[src/sv/tchr_pkg.sv]
// Package with shared constants and types of the thermal contact heat rate block.
`timescale 1ns / 1ps
package tchr_pkg;

  localparam int NMAX       = 4;
  localparam int MATERIALS  = 4;
  localparam int TW         = 32;
  localparam int WW         = 64;
  localparam int WTW        = 96;
  localparam int WSUM_W     = 66;
  localparam int NSUM_W     = 98;
  localparam int DVS_W      = 97;
  localparam int DIV_STAGES = 32;
  localparam int RATE_W     = 48;
  localparam int IDX_W      = $clog2(NMAX);
  localparam int LAT        = 3 + 1 + DIV_STAGES + 2;

  localparam logic [2:0] REG_INV = 3'd4;

  localparam logic [TW-1:0]     HC_RESET  = 32'h0001_0000;
  localparam logic [TW-1:0]     INV_RESET = 32'h0100_0000;
  localparam logic [RATE_W-1:0] POS_MAX   = 48'h7FFF_FFFF_FFFF;
  localparam logic [RATE_W-1:0] NEG_MAG   = 48'h8000_0000_0000;

  typedef logic [NMAX-1:0][TW-1:0] temp_vec_t;

  typedef struct packed {
    logic [NSUM_W-1:0] rem;
    logic [DVS_W-1:0]  dvs;
    logic [TW-1:0]     quo;
    temp_vec_t         temp;
    logic              empty;
  } div_t;

endpackage

[src/sv/tchr_rate_lane.sv]
// Per-material rate: (Tc - T) times the inverse step, truncated and saturated.
`timescale 1ns / 1ps
module tchr_rate_lane (
  input  logic                        clk,
  input  logic                        en,
  input  logic [tchr_pkg::TW-1:0]     tc,
  input  logic [tchr_pkg::TW-1:0]     temp,
  input  logic [tchr_pkg::TW-1:0]     inv,
  output logic [tchr_pkg::RATE_W-1:0] rate
);

  logic                        neg1, neg2;
  logic [tchr_pkg::TW-1:0]     diff;
  logic [tchr_pkg::WW-1:0]     prod;
  logic [tchr_pkg::RATE_W-1:0] mag;

  always_ff @(posedge clk) begin
    if (en) begin
      neg1 <= tc < temp;
      diff <= (tc < temp) ? temp - tc : tc - temp;
      prod <= diff * inv;
      neg2 <= neg1;
    end
  end

  // The magnitude is truncated toward zero before the sign is applied.
  assign mag = prod[tchr_pkg::WW-1:16];

  always_comb begin
    if (neg2) begin
      rate = (mag > tchr_pkg::NEG_MAG) ? tchr_pkg::NEG_MAG : (~mag + 1'b1);
    end else begin
      rate = mag[tchr_pkg::RATE_W-1] ? tchr_pkg::POS_MAX : mag;
    end
  end

endmodule

[config.mk]
export PLATFORM = sky130hd
export DESIGN_NAME = tchr_rate_lane
export DESIGN_NICKNAME = d
export VERILOG_FILES = /design/src/sv/tchr_pkg.sv /design/src/sv/tchr_rate_lane.sv
export SDC_FILE = /design/constraint.sdc
export NUM_CORES = 2
export LEC_CHECK = 0
export ABC_CLOCK_PERIOD_IN_PS = 8600
export BUFFER_PORTS_ARGS = -buffer_cell sky130_fd_sc_hd__clkbuf_2
export CORE_ASPECT_RATIO = 1.2
export CORE_MARGIN = 5
export CORE_UTILIZATION = 40
export DETAILED_ROUTE_END_ITERATION = 12
export GPL_TIMING_DRIVEN = 1
export PLACE_DENSITY_LB_ADDON = 0.3
export SLEW_MARGIN = 10
export SYNTH_ARGS = -nofsm -noshare
export SYNTH_HDL_FRONTEND = slang
export SYNTH_SLANG_ARGS = --single-unit
[constraint.sdc]
create_clock -name clk -period 8.6 [get_ports clk]
set_input_delay 1.72 -clock clk [delete_from_list [all_inputs] [get_ports clk]]
set_output_delay 1.72 -clock clk [all_outputs]
set_load 0.005 [all_outputs]
==> reports/results.env <==
CRITICAL_PATH.MAX_STAGE_DELAY_NS=0.58
NUM_ROWS=127
CLK_PATH_BUF_DEPTH=2
POST_SYNTH_MOST_FREQUENT_CELLS='sky130_fd_sc_hd__inv_1 (1,022), sky130_fd_sc_hd__fa_1 (897), sky130_fd_sc_hd__nand2_1 (629)'
CLOCK_NETWORK_LATENCY_TO_THE_LATER_PIN_OF_THE_WORST_SKEW_PAIR_NS=0.38
CLKTRANSATPATHREGS_NS=0.07
POST_ROUTE_CELLS_DRIVE_ABOVE_1_SHARE_PCT=11.7
SEQUENTIAL_CELL_AREA_SQ_UM=2460
PLACE_WS_NS=-0.637
CP-STARTPOINT='inv[19]'
DIE_H_MICRONS=358
WHS_PATH_DEPTH=0
SYN_INST=4565
TIMING_HOLD_VIOLATIONS_FINAL=0
GRT.MET1_USAGE_PCT=26.4
R2R-START='diff[5]'
GRT_BUSIEST_LAYER='met2'
PLACE.GP.CONGESTION=0.908
FIN_NETS=6088
VIASPERCELL=5.11
FF2FF_PATH_DEPTH=27
SYNTHESIS.AREA_PER_INSTANCE_SQ_UM=8.83
WORST_SLEW_PIN_SLEW_NS=1.09
POSTROUTEANTENNANETS=0
CRIT-REG2REG-CAPTURE='prod[61]'
SETUP_TNS_AFTER_FINAL_LAYOUT_NS=0
SLEW_HEADROOM_PCT=27.3
DETAIL_ROUTE.ITER0.VIOLATIONS=1608
CRITPATHARRIVALTIME_NS=8.57
RUN_STATUS='finished clean'
POST_ROUTE_FRACTION_OF_THE_PERIOD_CONSUMED_BY_THE_CRITICAL_PATH_PCT=98.2
SYNTHDOMINANTAREACELLTYPE='sky130_fd_sc_hd__fa_1'
DP_HPWL_MM=97.5
SETUP_REPAIR_AFTER_GLOBAL_ROUTING_MISSED_ITS_MARGIN='true'
YS_FF_LATCH=82
DIE_W_MICRONS=300
GRT_PASS1_WL_MM=185
SYNTH_LARGEST_TYPE_AREA_FRACTION_PCT=44.5
START_KIND='input pin'
PLACED_CELLS=6028
DRV_CAP=0
GR-TOTAL-OVERFLOW=0
REMAINING_DRC_ERRORS=0
CRITICAL_PATH.ENDPOINT_TYPE='flip-flop'
START_UTIL_PCT=40.3
CP_SLOWEST_CELL='sky130_fd_sc_hd__fa_1'
LAYOUT-AREA-OVERHEAD-VS-SYNTH_PCT=11.8
IOPINCOUNT=146
ROUTED_WL_MM=115
POST_CTS_HOLD_BUFFER_COUNT=0
SETUP-VIOLATIONS-FINAL=0
DRT_PRE_ANTENNA_ITERS=7
WORST-R2R-SETUP-SLACK_NS=0.57
MAX_CLOCK_FREQ_MHz=118
STDCELL_COUNT=6065
CTS.ROOT.BUFFER_CELL='sky130_fd_sc_hd__clkbuf_16'
FIRST_GLOBAL_VIAS=33581
YS_SEQ_AREA_SHARE_PCT=6.11
NUMBER_OF_ANTENNA_VIOLATIONS_AT_THE_FIRST_CHECK_IN_GLOBAL_ROUTING=4
FINAL_PERIOD_MINUS_WORST_SETUP_SLACK_NS=8.44
NUMBER_OF_WARNING_MESSAGES_IN_THE_YOSYS_LOG=0
NUMPORTBUFFERS=145
CLKSINKCOUNT=82
COREAREA_SQ_UM=99900
NET_COUNT_SYNTH=5884
CRITICAL_PATH_PEAK_FANOUT=7
SYN_AREA_SQ_UM=40300
SYNTH-EDFF-COUNT=82
SYNTH_FF_TYPE='sky130_fd_sc_hd__edfxtp_1'
SYNTH.TOP_CELLS.BY_AREA='sky130_fd_sc_hd__fa_1 (45%), sky130_fd_sc_hd__ha_1 (10%), sky130_fd_sc_hd__inv_1 (9.5%), sky130_fd_sc_hd__and2_1 (8.1%), sky130_fd_sc_hd__edfxtp_1 (6.1%)'
FINAL-MAX-SLEW-VIOLATION-COUNT=0
CRIT_TOP_CELL='sky130_fd_sc_hd__fa_1'
DETAIL_ROUTE.WL_PER_CELL_MICRONS=19.0
FILLERINSTANCES=9691
CTS_MADE_BUFFERS=9
TRITONCTS='done'
CRITICAL_PATH_CLASS='input pin to flip-flop'
GROUTE.USAGE.OVERALL_PCT=21.7
SYNTH_CELL_TYPE_COUNT=86
CLOCK_SKEW_NS=0.0126
ROUTE.VIAS.TOTAL=31017
DIE_AREA_SQ_UM=107000
HOLD_PATH.CLASS='flip-flop to flip-flop'
GRT_START_MAX_NET_PINS=44
WORST_SLACK_NS=0.156
SYNTHARSTFLOPSHARE_PCT=0
HOLD_PATH_STARTPOINT='neg1'
GR-USAGE-MET2_PCT=40.4
CP_DATA_REQUIRED_TIME_NS=8.73
YOSYS.CELL_COUNT.TOP_TYPE='sky130_fd_sc_hd__inv_1'
MULTIINPUTGATEAREA_SQ_UM=33400
CLOCK_TREE.HTREE_LEVEL_COUNT=3
HOLD_PATH_END='neg2'
GLOBALROUTEMET3UTIL_PCT=2.61
==> metrics by stage <==
step / hold slack [ns] / util, % / instance area, sq um
2_1_floorplan: 0.400 / - / 40300
3_3_place_gp: 0.409 / 44.0 / 44000
3_5_place_dp: 0.410 / 44.0 / 44000
4_1_cts: 0.419 / 44.4 / 44400
5_1_grt: 0.423 / 45.1 / 45100
6_report: 0.417 / 45.1 / 45100
==> cell type report <==
| class | instances | area share, % |
|---|---|---|
| Sequential cell | 82 | 5.46 |
| Tap cell | 1290 | 3.58 |
| Inverter | 1023 | 8.52 |
| Clock inverter | 6 | 0.0944 |
| Clock buffer | 9 | 0.500 |
| Timing Repair Buffer | 445 | 7.81 |
| Multi-Input combinational cell | 3208 | 74.0 |
| Antenna cell | 2 | 0.0111 |
==> what timing repair did <==
| item | CTS | global route |
|---|---|---|
| gates resized for setup | 38 | 136 |
| endpoints found under the setup margin | 18 | 26 |
| buffers inserted | 3 | 12 |
| gates cloned | 0 | 5 |
| pin swaps | 5 | 50 |
==> sequential cells by signal, indices dropped and copies added, names as in the netlist <==
signal / count
neg2: 1
neg1: 1
diff: 32
prod: 48
==> worst max-delay path, delay by kind of cell <==
family                   cells  cell delay, ns
XOR/XNOR                     1            0.15
AND/OR/NAND/NOR              3            0.33
adder cells (fa/ha/maj)      9            4.47
AO/OA/AOI/OAI                7            0.98
buffers and inverters        9            0.90
==> how the worst max path moves through the flow <==
stage / end / slack, ns / depth (start not counted)
floorplan: prod[61] / 0.04 / 26
global placement: prod[63] / -0.55 / 30
detailed placement: prod[61] / -0.64 / 29
CTS: prod[61] / 0.009 / 28
global route: prod[60] / -0.04 / 26
finish: prod[60] / 0.16 / 29
==> layer usage <==
metal / share of wire [%] / up-vias
li1: - / 14114
met1: 39 / 15986
met2: 53 / 706
met3: 4.2 / 205
met4: 3.2 / 6
met5: 0.030 / -
==> kinds of logic after synthesis <==
kind of cell    count (synthesis)  synth area share (%)
compound gates                477                  7.70
xor+xnor                       78                  1.69
fa+ha+maj                    1221                  54.6
buf+inv                      1275                  12.0
flops                          82                  6.11
mux                            10                 0.251
simple gates                 1422                  17.6
==> layout by cell type (no fill, tap or decap), types with 71 or more instances in the layout <==
cell type,instances
sky130_fd_sc_hd__inv_1,1015
sky130_fd_sc_hd__nand2_1,625
sky130_fd_sc_hd__and2_1,517
sky130_fd_sc_hd__clkbuf_2,124
sky130_fd_sc_hd__ha_1,315
sky130_fd_sc_hd__buf_4,252
sky130_fd_sc_hd__fa_1,892
sky130_fd_sc_hd__a21o_1,71
sky130_fd_sc_hd__edfxtp_1,82
sky130_fd_sc_hd__nor2_1,93
sky130_fd_sc_hd__a21oi_1,156
Power is left out: the tool's default activity adds up to more than one toggle a clock period on the data nets, which glitch-free logic cannot reach.
