==> src/sv/tchr_pkg.sv <==
// Package with shared constants and types of the thermal contact heat rate block.
`timescale 1ns / 1ps
package tchr_pkg;

  localparam int NMAX       = 4;
  localparam int MATERIALS  = 4;
  localparam int TW         = 32;
  localparam int WW         = 64;
  localparam int WTW        = 96;
  localparam int WSUM_W     = 66;
  localparam int NSUM_W     = 98;
  localparam int DVS_W      = 97;
  localparam int DIV_STAGES = 32;
  localparam int RATE_W     = 48;
  localparam int IDX_W      = $clog2(NMAX);
  localparam int LAT        = 3 + 1 + DIV_STAGES + 2;

  localparam logic [2:0] REG_INV = 3'd4;

  localparam logic [TW-1:0]     HC_RESET  = 32'h0001_0000;
  localparam logic [TW-1:0]     INV_RESET = 32'h0100_0000;
  localparam logic [RATE_W-1:0] POS_MAX   = 48'h7FFF_FFFF_FFFF;
  localparam logic [RATE_W-1:0] NEG_MAG   = 48'h8000_0000_0000;

  typedef logic [NMAX-1:0][TW-1:0] temp_vec_t;

  typedef struct packed {
    logic [NSUM_W-1:0] rem;
    logic [DVS_W-1:0]  dvs;
    logic [TW-1:0]     quo;
    temp_vec_t         temp;
    logic              empty;
  } div_t;

endpackage

==> src/sv/tchr_div_stage.sv <==
// One restoring division stage that settles one quotient bit.
`timescale 1ns / 1ps
module tchr_div_stage (
  input  logic            clk,
  input  logic            en,
  input  tchr_pkg::div_t  din,
  output tchr_pkg::div_t  dout
);

  logic ge;

  assign ge = din.rem >= {1'b0, din.dvs};

  always_ff @(posedge clk) begin
    if (en) begin
      dout.rem   <= ge ? din.rem - {1'b0, din.dvs} : din.rem;
      dout.dvs   <= din.dvs >> 1;
      dout.quo   <= {din.quo[tchr_pkg::TW-2:0], ge};
      dout.temp  <= din.temp;
      dout.empty <= din.empty;
    end
  end

endmodule

==> config.mk <==
export PLATFORM = sky130hd
export DESIGN_NAME = tchr_div_stage
export DESIGN_NICKNAME = d
export VERILOG_FILES = /design/src/sv/tchr_pkg.sv /design/src/sv/tchr_div_stage.sv
export SDC_FILE = /design/constraint.sdc
export NUM_CORES = 1
export LEC_CHECK = 0
export BUFFER_PORTS_ARGS = -buffer_cell sky130_fd_sc_hd__buf_2
export CAP_MARGIN = 20
export CORE_AREA = 2 2 277 279
export CTS_CLUSTER_SIZE = 12
export DETAILED_ROUTE_END_ITERATION = 10
export DIE_AREA = 0 0 279 281
export PLACE_DENSITY = 0.55
export RECOVER_POWER = 25
export SETUP_SLACK_MARGIN = 0.05
export SYNTH_ARGS = -nofsm -noshare
export SYNTH_HDL_FRONTEND = slang
export SYNTH_SLANG_ARGS = --single-unit
==> constraint.sdc <==
create_clock -name clk -period 6.9 [get_ports clk]
set_input_delay 1.38 -clock clk [delete_from_list [all_inputs] [get_ports clk]]
set_output_delay 1.38 -clock clk [all_outputs]
set_load 0.01 [all_outputs]
==> results by group, run 1 <==
Clock tree
  – Number of gates given a new drive strength after cts: 0
  – CTS H-Tree Depth: 2
  – CTS root buffer: sky130_fd_sc_hd__clkbuf_16
  – Total CTS buffers: 44
  – Clock transition at the register clock pins on the worst setup and hold paths after CTS: 60 ps
  – Number of setup buffers added after CTS: 0
  – Number of hold buffers added after CTS: 0
  – Clock sink total: 355
  – Clock buffer depth: 3
  – TritonCTS clock tree: built

Die
  – Total die area: 78400 um^2
  – Total number of placement rows: 101
  – Initial Util: 24.5%
  – Total I/O pin count: 714
  – Y dimension of the die: 281 um
  – CORE AREA: 75400 um^2
  – Chip Width: 279 um

Routing
  – Total iterations of the first detailed-routing run: 6
  – Vias: 15500
  – # DRC: 0
  – DRT antenna net count: 0
  – Sum of routed wire length over all layers: 71800 um
  – Average via count per standard cell: 4.64
  – Average detailed-routed wire length per instance: between 20 and 25 um
  – DRC violation total after the first TritonRoute iteration: 1069

Critical path
  – Critical path, cell by cell: dlymetal6s4s_1 -> buf_12
  – Critical-path cell with the highest stage delay: sky130_fd_sc_hd__dlymetal6s4s_1
  – Delay of the slowest cell on the worst path: between 3000 and 4000 ps
  – Crit Path Category: in2reg
  – Startpoint type of the worst setup path: input pin
  – Critical path buffers and inverters: 2
  – Critical path fanouts, max: 124
  – Data arrival time at the worst-slack endpoint: 5740 ps
  – Data required time at the worst endpoint: just over 7000 ps
  – Cell family contributing the most delay on the critical path: buffers and inverters
  – Nature of the critical path endpoint: register

Power and ir drop
  – Leakage power total: 0.0103 uW
  – Switching share of power: 29.4%
  – Largest voltage drop on the vdd net: 205 uV
  – Part of the power in registers: 42.1%
  – Sw Pwr: 1880 uW
  – Relative contribution of the clock network to total power: 36.3%
  – Cell internal power dissipation: roughly 4500 uW
  – Gate power share: approximately 22%
  – Power density over the cells: 263 nW/um^2

Min path
  – Worst hold path class: in2reg

Finish
  – Largest registers in the final layout: dout (355)
  – Area added between synthesis and finish: 32.2%
  – Top library cells by usage in the layout, fill and taps aside: 638 x sky130_fd_sc_hd__buf_2, 355 x sky130_fd_sc_hd__edfxtp_1, 218 x sky130_fd_sc_hd__a21oi_1, 144 x sky130_fd_sc_hd__nor2_1, 133 x sky130_fd_sc_hd__inv_1
  – Number of flip-flops under the largest register name: 355
  – Leading cell type in the layout, fill and taps excluded: sky130_fd_sc_hd__buf_2
  – Fraction of layout cells with a size suffix above 1: about a third
  – Number of nets in the layout: 2768
  – Register with the most flip-flops: dout
  – Fin cells: around 3300

Synth
  – Multiplexer share of the synthesized area: 1.09%
  – Yosys warns: 0
  – Post-Synthesis Cell Area: 18500 um^2
  – Share of the synthesized area in compound gates (AO/OA/AOI/OAI): 15.9%
  – Area share of xor/xnor cells in the synthesized design: 4.37%
  – Synth unique cells: 80
  – Number of enable-type register cells in the synthesized netlist: 355
  – Sequential fraction of the synthesis area: 57.8%
  – Ys async rst share: 0%
  – Per-instance average area after synthesis: roughly 11 um^2
  – Adder-cell share of the synthesized area: 6.69%
  – Instance count of the mapped netlist: 1616
  – Synthesized net count: just over 2000
  – Largest family of logic cells by synthesized area: compound AO/OA/AOI/OAI gates
  – Dominant synthesized flop cell: sky130_fd_sc_hd__edfxtp_1
  – Basic-gate share of the synthesized area counting and, or, nand and nor cells: slightly below 10%
  – Number of storage elements in the synthesis netlist: roughly 360

GRT
  – Combined global-route utilization of all metal layers: 17.4%
  – Global route overflow: 0
  – Antenna violations before repair: 19
  – Vias in the first global route: 14900
  – Pin count of the biggest net entering global routing: between 100 and 150
  – Global-route wire length before repair: 100000 um

STA
  – Summed negative setup slack over all endpoints: 0 ps
  – RSZ-0062 raised after global routing: no
  – Final Critical Period: approximately 5500 ps
  – Number of setup violations in the final report: 0
  – Slew at the pin closest to its max-slew limit: 5100 ps
  – Endpoints failing hold: 0
  – Peak Freq: 181 MHz
  – Period Utilization, post-route: 80.2%
  – Total count of max-transition violations in the final report: roughly 110
  – Headroom to the max-slew limit: -240%

Place
  – Post-DP HPWL: 59000 um
  – Instance count after placement with tap cells included: between 3000 and 4000
  – RePlAce Congestion: 0.888
  – Port-buffer cells: about 700

Job
  – Max-cap check violation count: 1

Status
  – Run status: finished with violations
  – Failing checks: max-capacitance violations, max-slew violations
==> power by group through the flow <==
stage	clock network (uW)	logic [uW]	registers [uW]
2_1_floorplan	0	623	2870
3_3_place_gp	0	1400	2730
3_5_place_dp	0	1400	2740
4_1_cts	2400	1410	2700
5_1_grt	2460	1510	2720
6_report	2320	1390	2700
==> synthesized netlist by cell type, drive strengths merged (9+ instances only) <==
| cell type | instances | area share [%] |
|---|---|---|
| ha | 97 | 6.6 |
| xnor2 | 56 | 2.7 |
| nor2 | 144 | 2.9 |
| o21a | 20 | 0.81 |
| o31ai | 10 | 0.54 |
| o21bai | 29 | 1.2 |
| xor2 | 36 | 1.7 |
| mux2 | 17 | 1.0 |
| nor3 | 17 | 0.49 |
| nand2 | 101 | 2.1 |
| a21o | 34 | 1.4 |
| clkbuf | 38 | 0.79 |
| and3 | 9 | 0.31 |
| o21ai | 76 | 2.1 |
| buf | 34 | 0.95 |
| nor4 | 10 | 0.41 |
| nand4 | 46 | 1.6 |
| nand3 | 18 | 0.49 |
| inv | 133 | 2.7 |
| a21oi | 221 | 6.1 |
| edfxtp | 355 | 58 |
==> through the flow <==
| step | power, uW | hold slack, ps | cell area [um^2] | worst slack [ps] | util (%) |
|---|---|---|---|---|---|
| 2_1_floorplan | 3490 | 1480 | 18500 | 2560 | - |
| 3_3_place_gp | 4130 | 1560 | 23100 | 1110 | 30.6 |
| 3_5_place_dp | 4140 | 1560 | 23100 | 1100 | 30.6 |
| 4_1_cts | 6500 | 925 | 24500 | 1740 | 32.4 |
| 5_1_grt | 6690 | 935 | 24400 | 1130 | 32.3 |
| 6_report | 6410 | 974 | 24400 | 1370 | 32.3 |
==> cell families (layout without fill, tap and decap cells) <==
logic type               Yosys count  after routing
AO/OA/AOI/OAI                    464            464
XOR/XNOR                          92             92
adder cells (fa/ha/maj)           98             98
buffers and inverters            205            934
flip-flops                       355            355
multiplexers                      18             18
other                              1              7
AND/OR/NAND/NOR                  383            383
==> metal layers <==
layer  global-route usage (%)  share of wire [%]  up-vias
met4                     3.76                1.8       22
met5                        0               0.20        -
li1                         -                  -     7378
met2                     31.4                 51      606
met1                     20.2                 39     7360
met3                     5.16                8.4       86
==> final timing paths <==
kind	start	end	slack, ps	cells past startpoint
max	en	dout[117]	1370	2
min	din[90]	dout[90]	970	1
==> layout make-up <==
type	instances	area, um^2
Multi-Input combinational cell	1056	6970
Fill cell	7834	51000
Sequential cell	355	10700
Antenna cell	6	15.0
Clock inverter	22	248
Clock buffer	57	1170
Tap cell	978	1220
Inverter	133	499
Timing Repair Buffer	722	3610
Note: power is estimated with default switching activity, not from simulation.
==> inputs of run 2 (changes only) <==
clock period = 5.7 ns   (was 6.9 ns; I/O delays follow)
==> results by group, run 2 (synthesis gave the netlist of run 1 again) <==
Status
  – Run status: finished with violations (unchanged)
  – Failing checks: max-capacitance violations, max-slew violations (unchanged)

Power and ir drop
  – Part of the power in registers: 42.5% (was 42.1%)
  – Switching share of power: 30.0% (was 29.4%)
  – Leakage power total: 0.0103 uW (about the same)
  – Gate power share: 21.8% (was 21.6%)
  – Largest voltage drop on the vdd net: 193 uV (was 205 uV)
  – Sw Pwr: 2310 uW (was 1880 uW)
  – Cell internal power dissipation: 5380 uW (was 4530 uW)
  – Power density over the cells: 315 nW/um^2 (was 263 nW/um^2)
  – Relative contribution of the clock network to total power: 35.7% (was 36.3%)

STA
  – Number of setup violations in the final report: 0 (unchanged)
  – Period Utilization, post-route: 80.4%
  – Endpoints failing hold: 0 (unchanged)
  – Least setup slack across all paths after layout: 1120 ps (was 1370 ps)
  – Headroom to the max-slew limit: -188% (was -240%)
  – Slew at the pin closest to its max-slew limit: 4320 ps (was 5100 ps)
  – Final Critical Period: 4580 ps
  – Summed negative setup slack over all endpoints: 0 ps (unchanged)
  – Total count of max-transition violations in the final report: 72 (was 109)
  – Peak Freq: 218 MHz
  – RSZ-0062 raised after global routing: no (unchanged)

Routing
  – Sum of routed wire length over all layers: 71800 um (about the same)
  – # DRC: 0 (unchanged)
  – Average detailed-routed wire length per instance: 21.5 um (was 21.6 um)
  – Average via count per standard cell: 4.58 (was 4.64)
  – Total iterations of the first detailed-routing run: 6 (unchanged)
  – DRC violation total after the first TritonRoute iteration: 1123 (was 1069)
  – Vias: 15300 (was 15500)
  – DRT antenna net count: 0 (unchanged)

Die
  – CORE AREA: 75400 um^2 (unchanged)
  – Y dimension of the die: 281 um (unchanged)
  – Total I/O pin count: 714 (unchanged)
  – Chip Width: 279 um (unchanged)
  – Total number of placement rows: 101 (unchanged)
  – Total die area: 78400 um^2 (unchanged)
  – Initial Util: 24.5% (unchanged)

Critical path
  – Nature of the critical path endpoint: register (unchanged)
  – Crit Path Category: in2reg (unchanged)
  – Cell family contributing the most delay on the critical path: buffers and inverters (unchanged)
  – Critical path buffers and inverters: 2 (unchanged)
  – Startpoint type of the worst setup path: input pin (unchanged)
  – Critical-path cell with the highest stage delay: sky130_fd_sc_hd__clkbuf_1 (was sky130_fd_sc_hd__dlymetal6s4s_1)
  – Delay of the slowest cell on the worst path: 2980 ps (was 3570 ps)
  – Data required time at the worst endpoint: 5890 ps (was 7100 ps)
  – Data arrival time at the worst-slack endpoint: 4780 ps (was 5740 ps)
  – Critical path, cell by cell: clkbuf_1 -> buf_12 (was dlymetal6s4s_1 -> buf_12)
  – Critical path fanouts, max: 109 (was 124)

Finish
  – Leading cell type in the layout, fill and taps excluded: sky130_fd_sc_hd__buf_2 (unchanged)
  – Finished Cell Area: 24400 um^2 (about the same)
  – Total of fill cells in the finished design: 7798 (was 7834)
  – Fraction of layout cells with a size suffix above 1: 32.1% (was 31.6%)
  – Area added between synthesis and finish: 32.3% (was 32.2%)
  – Top library cells by usage in the layout, fill and taps aside: 639 x sky130_fd_sc_hd__buf_2, 355 x sky130_fd_sc_hd__edfxtp_1, 218 x sky130_fd_sc_hd__a21oi_1, 144 x sky130_fd_sc_hd__nor2_1, 133 x sky130_fd_sc_hd__inv_1 (was 638 x sky130_fd_sc_hd__buf_2, 355 x sky130_fd_sc_hd__edfxtp_1, 218 x sky130_fd_sc_hd__a21oi_1, 144 x sky130_fd_sc_hd__nor2_1, 133 x sky130_fd_sc_hd__inv_1)
  – Register with the most flip-flops: dout (unchanged)
  – Largest registers in the final layout: dout (355) (unchanged)
  – Number of flip-flops under the largest register name: 355 (unchanged)
  – Number of nets in the layout: 2773 (was 2768)

GRT
  – Combined global-route utilization of all metal layers: 17.4% (about the same)
  – Vias in the first global route: 14900 (about the same)
  – Antenna violations before repair: 22 (was 19)
  – Global route overflow: 0 (unchanged)
  – Pin count of the biggest net entering global routing: 110 (was 126)
  – Global-route wire length before repair: 99900 um (was 100000 um)

Clock tree
  – Number of gates given a new drive strength after cts: 0 (unchanged)
  – Total CTS buffers: 43 (was 44)
  – Clock transition at the register clock pins on the worst setup and hold paths after CTS: 70 ps (was 60 ps)
  – Clock sink total: 355 (unchanged)
  – Number of setup buffers added after CTS: 0 (unchanged)
  – Number of hold buffers added after CTS: 0 (unchanged)
  – CTS root buffer: sky130_fd_sc_hd__clkbuf_16 (unchanged)
  – TritonCTS clock tree: built (unchanged)
  – Clock buffer depth: 3 (unchanged)
  – CTS H-Tree Depth: 2 (unchanged)

Job
  – Max-cap check violation count: 1 (unchanged)

Place
  – Post-DP HPWL: 58900 um (was 59000 um)
  – RePlAce Congestion: 0.892 (was 0.888)
  – Port-buffer cells: 711 (unchanged)
  – Area after DPL: 23100 um^2 (about the same)
  – Worst slack at placement: 511 ps (was 1100 ps)

Min path
  – Capture endpoint of the worst hold path: dout[228] (was dout[90])
  – Worst Hold Depth: 1 (unchanged)
  – Worst hold path class: in2reg (unchanged)
  – Hold path start: din[229] (was din[90])
==> run 2: changes by cell type in the layout (fill, tap and decap cells not counted), sizes merged <==
cell          previous run  this run
diode                    6         9
clkinv                  10        15
buf                    649       656
dlymetal6s4s             1         0
bufinv                   4         3
clkbuf                 129       120
clkinvlp                 4         5
==> run 2: stage by stage <==
step	util [%]	instances	power, uW	hold slack (ps)
after detailed placement	30.7	3250	5010	1320
after global routing	32.3	3329	8040	701
final	32.4	3334	7680	736
after floorplan	-	1616	4230	1240
after CTS	32.5	3325	7810	688
after global placement	30.7	3250	5010	1320
==> run 2: how the worst max path moves through the flow <==
stage / start / to / slack (ps) / cells after the start
final: en / dout[39] / 1120 / 2
after global routing: en / dout[84] / 820 / 2
after CTS: din[258] / dout[338] / 1160 / 16
after detailed placement: din[258] / dout[338] / 510 / 16
after global placement: din[258] / dout[338] / 580 / 16
after floorplan: din[258] / dout[269] / 1600 / 15
==> run 2: final cells by class <==
type	count	area [um^2]	area share [%]
diodes	9	22.5	0.0923
clock buffers	48	1090	4.48
clock inverters	27	269	1.10
inverters	133	499	2.04
multi-input cells	1056	6970	28.6
flip-flops and latches	355	10700	43.7
well taps	978	1220	5.01
repair buffers	728	3670	15.0
==> run 2: metal layers <==
layer,vias up,wire length [um],global-route usage (%)
li1,7379,-,-
met1,7214,27000,19.4
met2,573,36200,30.8
met3,95,6600,6.46
met4,22,1820,5.24
met5,-,136,0
==> run 2: power groups by stage <==
stage                     combinational (uW)  sequential (uW)  clock, uW
after floorplan                          754             3470          0
after global placement                  1700             3310          0
after detailed placement                1690             3320          0
after CTS                               1700             3270       2840
after global routing                    1830             3290       2910
final                                   1680             3270       2740
==> inputs of run 3 (changes only) <==
ABC_AREA = 1   (was not set)
CORE_AREA = 2 2 280 282   (was 2 2 277 279)
DIE_AREA = 0 0 282 284   (was 0 0 279 281)
PLACE_DENSITY = 0.61   (was 0.55)
clock period = 4.17 ns   (was 5.7 ns; I/O delays follow)
==> results by group, run 3 <==
Status
  – Run status: finished with violations (unchanged)
  – Failing checks: max-capacitance violations, max-slew violations (unchanged)

Routing
  – # DRC: 0 (unchanged)
  – DRT antenna net count: 0 (unchanged)
  – Vias: 20900 (was 15300)
  – Total iterations of the first detailed-routing run: 5 (was 6)
  – Sum of routed wire length over all layers: 103000 um (was 71800 um)
  – Average via count per standard cell: 4.39 (was 4.58)
  – DRC violation total after the first TritonRoute iteration: 1335 (was 1123)
  – Average detailed-routed wire length per instance: 21.7 um (was 21.5 um)

Critical path
  – Critical path buffers and inverters: 2 (unchanged)
  – Depth of the critical timing path with buffers and inverters included: 2 (unchanged)
  – Data arrival time at the worst-slack endpoint: 3480 ps (was 4780 ps)
  – Data required time at the worst endpoint: 4440 ps (was 5890 ps)
  – Startpoint type of the worst setup path: input pin (unchanged)
  – Nature of the critical path endpoint: register (unchanged)
  – Crit Path Category: in2reg (unchanged)
  – Critical path, cell by cell: clkbuf_2 -> buf_4 (was clkbuf_1 -> buf_12)
  – Cell family contributing the most delay on the critical path: buffers and inverters (unchanged)
  – Delay of the slowest cell on the worst path: 1970 ps (was 2980 ps)
  – Critical path fanouts, max: 88 (was 109)
  – Critical-path cell with the highest stage delay: sky130_fd_sc_hd__clkbuf_2 (was sky130_fd_sc_hd__clkbuf_1)

STA
  – RSZ-0062 raised after global routing: no (unchanged)
  – Summed negative setup slack over all endpoints: 0 ps (unchanged)
  – Headroom to the max-slew limit: -93.3% (was -188%)
  – Slew at the pin closest to its max-slew limit: 2900 ps (was 4320 ps)
  – Number of setup violations in the final report: 0 (unchanged)
  – Total count of max-transition violations in the final report: 85 (was 72)
  – Period Utilization, post-route: 77.0%
  – Final Critical Period: 3210 ps
  – Endpoints failing hold: 0 (unchanged)
  – Worst hold margin: 414 ps (was 736 ps)
  – Peak Freq: 312 MHz

GRT
  – Antenna violations before repair: 19 (was 22)
  – Vias in the first global route: 20800 (was 14900)
  – Global route overflow: 0 (unchanged)
  – Pin count of the biggest net entering global routing: 89 (was 110)
  – Global-route wire length before repair: 144000 um (was 99900 um)
  – Combined global-route utilization of all metal layers: 25.2% (was 17.4%)

Synth
  – Yosys warns: 0 (unchanged)
  – Most used standard cell by instance count after synthesis: sky130_fd_sc_hd__nand2_1 (was sky130_fd_sc_hd__edfxtp_1)
  – Per-instance average area after synthesis: 7.74 um^2 (was 11.4 um^2)
  – Top area cells in the synthesized netlist: sky130_fd_sc_hd__edfxtp_1 48%, sky130_fd_sc_hd__nand2_1 19%, sky130_fd_sc_hd__inv_1 10%, sky130_fd_sc_hd__ha_1 5.4%, sky130_fd_sc_hd__nand3_1 3.1% (was sky130_fd_sc_hd__edfxtp_1 58%, sky130_fd_sc_hd__ha_1 6.6%, sky130_fd_sc_hd__a21oi_1 5.9%, sky130_fd_sc_hd__nor2_1 2.9%, sky130_fd_sc_hd__inv_1 2.7%)
  – Post-Synthesis Cell Area: 22400 um^2 (was 18500 um^2)
  – Synthesized net count: 3355 (was 2072)
  – Number of enable-type register cells in the synthesized netlist: 355 (unchanged)
  – Fraction of synthesized cell area taken by the top area cell type: 47.5% (was 57.8%)
  – Instance count of the mapped netlist: 2899 (was 1616)
  – Ys async rst share: 0% (unchanged)
  – Synth unique cells: 34 (was 80)
  – Number of storage elements in the synthesis netlist: 355 (unchanged)
  – Ranking of synthesized cells by instance count: 1122 x sky130_fd_sc_hd__nand2_1, 606 x sky130_fd_sc_hd__inv_1, 355 x sky130_fd_sc_hd__edfxtp_1 (was 355 x sky130_fd_sc_hd__edfxtp_1, 218 x sky130_fd_sc_hd__a21oi_1, 144 x sky130_fd_sc_hd__nor2_1)
  – Sequential fraction of the synthesis area: 47.5% (was 57.8%)
  – Dominant synthesized flop cell: sky130_fd_sc_hd__edfxtp_1 (unchanged)
  – Cell accounting for the most synthesized area: sky130_fd_sc_hd__edfxtp_1 (unchanged)

Clock tree
  – Clock transition at the register clock pins on the worst setup and hold paths after CTS: 60 ps (was 70 ps)
  – Number of gates given a new drive strength after cts: 0 (unchanged)
  – CTS H-Tree Depth: 2 (unchanged)
  – Clock sink total: 355 (unchanged)
  – CTS root buffer: sky130_fd_sc_hd__clkbuf_16 (unchanged)
  – Clock buffer depth: 3 (unchanged)
  – Number of hold buffers added after CTS: 0 (unchanged)
  – TritonCTS clock tree: built (unchanged)
  – Number of setup buffers added after CTS: 0 (unchanged)
  – Total CTS buffers: 42 (was 43)

Finish
  – Register with the most flip-flops: dout (unchanged)
  – Area added between synthesis and finish: 28.1% (was 32.3%)
  – Total of fill cells in the finished design: 8337 (was 7798)
  – Utilization after layout: 37.3% (was 32.4%)
  – Fin cells: 4749 (was 3334)
  – Largest registers in the final layout: dout (355) (unchanged)
  – Number of nets in the layout: 4128 (was 2773)
  – Leading cell type in the layout, fill and taps excluded: sky130_fd_sc_hd__nand2_1 (was sky130_fd_sc_hd__buf_2)
  – Fraction of layout cells with a size suffix above 1: 24.0% (was 32.1%)
  – Number of flip-flops under the largest register name: 355 (unchanged)
  – Finished Cell Area: 28700 um^2 (was 24400 um^2)
  – Top library cells by usage in the layout, fill and taps aside: 1122 x sky130_fd_sc_hd__nand2_1, 627 x sky130_fd_sc_hd__buf_2, 606 x sky130_fd_sc_hd__inv_1, 355 x sky130_fd_sc_hd__edfxtp_1, 184 x sky130_fd_sc_hd__nor2_1 (was 639 x sky130_fd_sc_hd__buf_2, 355 x sky130_fd_sc_hd__edfxtp_1, 218 x sky130_fd_sc_hd__a21oi_1, 144 x sky130_fd_sc_hd__nor2_1, 133 x sky130_fd_sc_hd__inv_1)

Min path
  – Worst Hold Depth: 1 (unchanged)
  – Worst hold path class: in2reg (unchanged)

Place
  – RePlAce Congestion: 0.952 (was 0.892)
  – Post-DP HPWL: 89300 um (was 58900 um)
  – Instance count after placement with tap cells included: 4668 (was 3250)
  – Area after DPL: 27500 um^2 (was 23100 um^2)
  – Port-buffer cells: 711 (unchanged)

Die
  – Initial Util: 29.1% (was 24.5%)
  – Total I/O pin count: 714 (unchanged)
  – Y dimension of the die: 284 um (was 281 um)
  – Total die area: 80100 um^2 (was 78400 um^2)
  – Chip Width: 282 um (was 279 um)
  – Total number of placement rows: 102 (was 101)
  – CORE AREA: 77000 um^2 (was 75400 um^2)

Power and ir drop
  – Leakage power total: 0.0150 uW (was 0.0103 uW)
  – Power density over the cells: 381 nW/um^2 (was 315 nW/um^2)
  – Largest voltage drop on the vdd net: 291 uV (was 193 uV)

Job
  – Max-cap check violation count: 1 (unchanged)
## run 3: routing by layer
metal / vias to the layer above / global-route usage, % / wire, um
met5: - / 0 / 110
met4: 16 / 8.19 / 3540
met3: 130 / 4.23 / 6310
met2: 650 / 47.0 / 53200
met1: 9548 / 28.9 / 40000
li1: 10500 / - / -
## run 3: logic make-up (layout without fill, tap and decap cells)
family          Yosys count  in the layout  share of synthesized area [%]
compound gates          142            142                           4.08
buf+inv                 659           1463                           11.6
simple gates           1590           1590                           29.2
flops                   355            355                           47.5
xor+xnor                 54             54                           2.11
fa+ha+maj                98             98                           5.50
other cells               1              7                         0.0167
## run 3: metrics by stage
stage | power (uW) | worst slack, ps
CTS | 11100 | 1180
detailed placement | 7360 | 559
global placement | 7360 | 578
finish | 11000 | 961
global route | 11500 | 818
floorplan | 6010 | 1350
## run 3: final timing paths
kind	start	to	slack, ps
hold / removal	din[9]	dout[9]	410
setup / recovery	en	dout[201]	960
## run 3: report_power, final
part           switching [uW]  internal (uW)
Sequential               92.1           4360
Clock                    1590           2110
Combinational            1870            937
Total                    3550           7410
## run 3: area by class of cell
cell class / count / area (um^2) / share of cell area (%)
Clock inverter: 26 / 274 / 0.953
Multi-Input combinational cell: 1885 / 9170 / 31.9
Sequential cell: 355 / 10700 / 37.1
Inverter: 637 / 2390 / 8.32
Antenna cell: 6 / 15.0 / 0.0522
Timing Repair Buffer: 751 / 3850 / 13.4
Clock buffer: 49 / 1080 / 3.75
Tap cell: 1040 / 1300 / 4.53
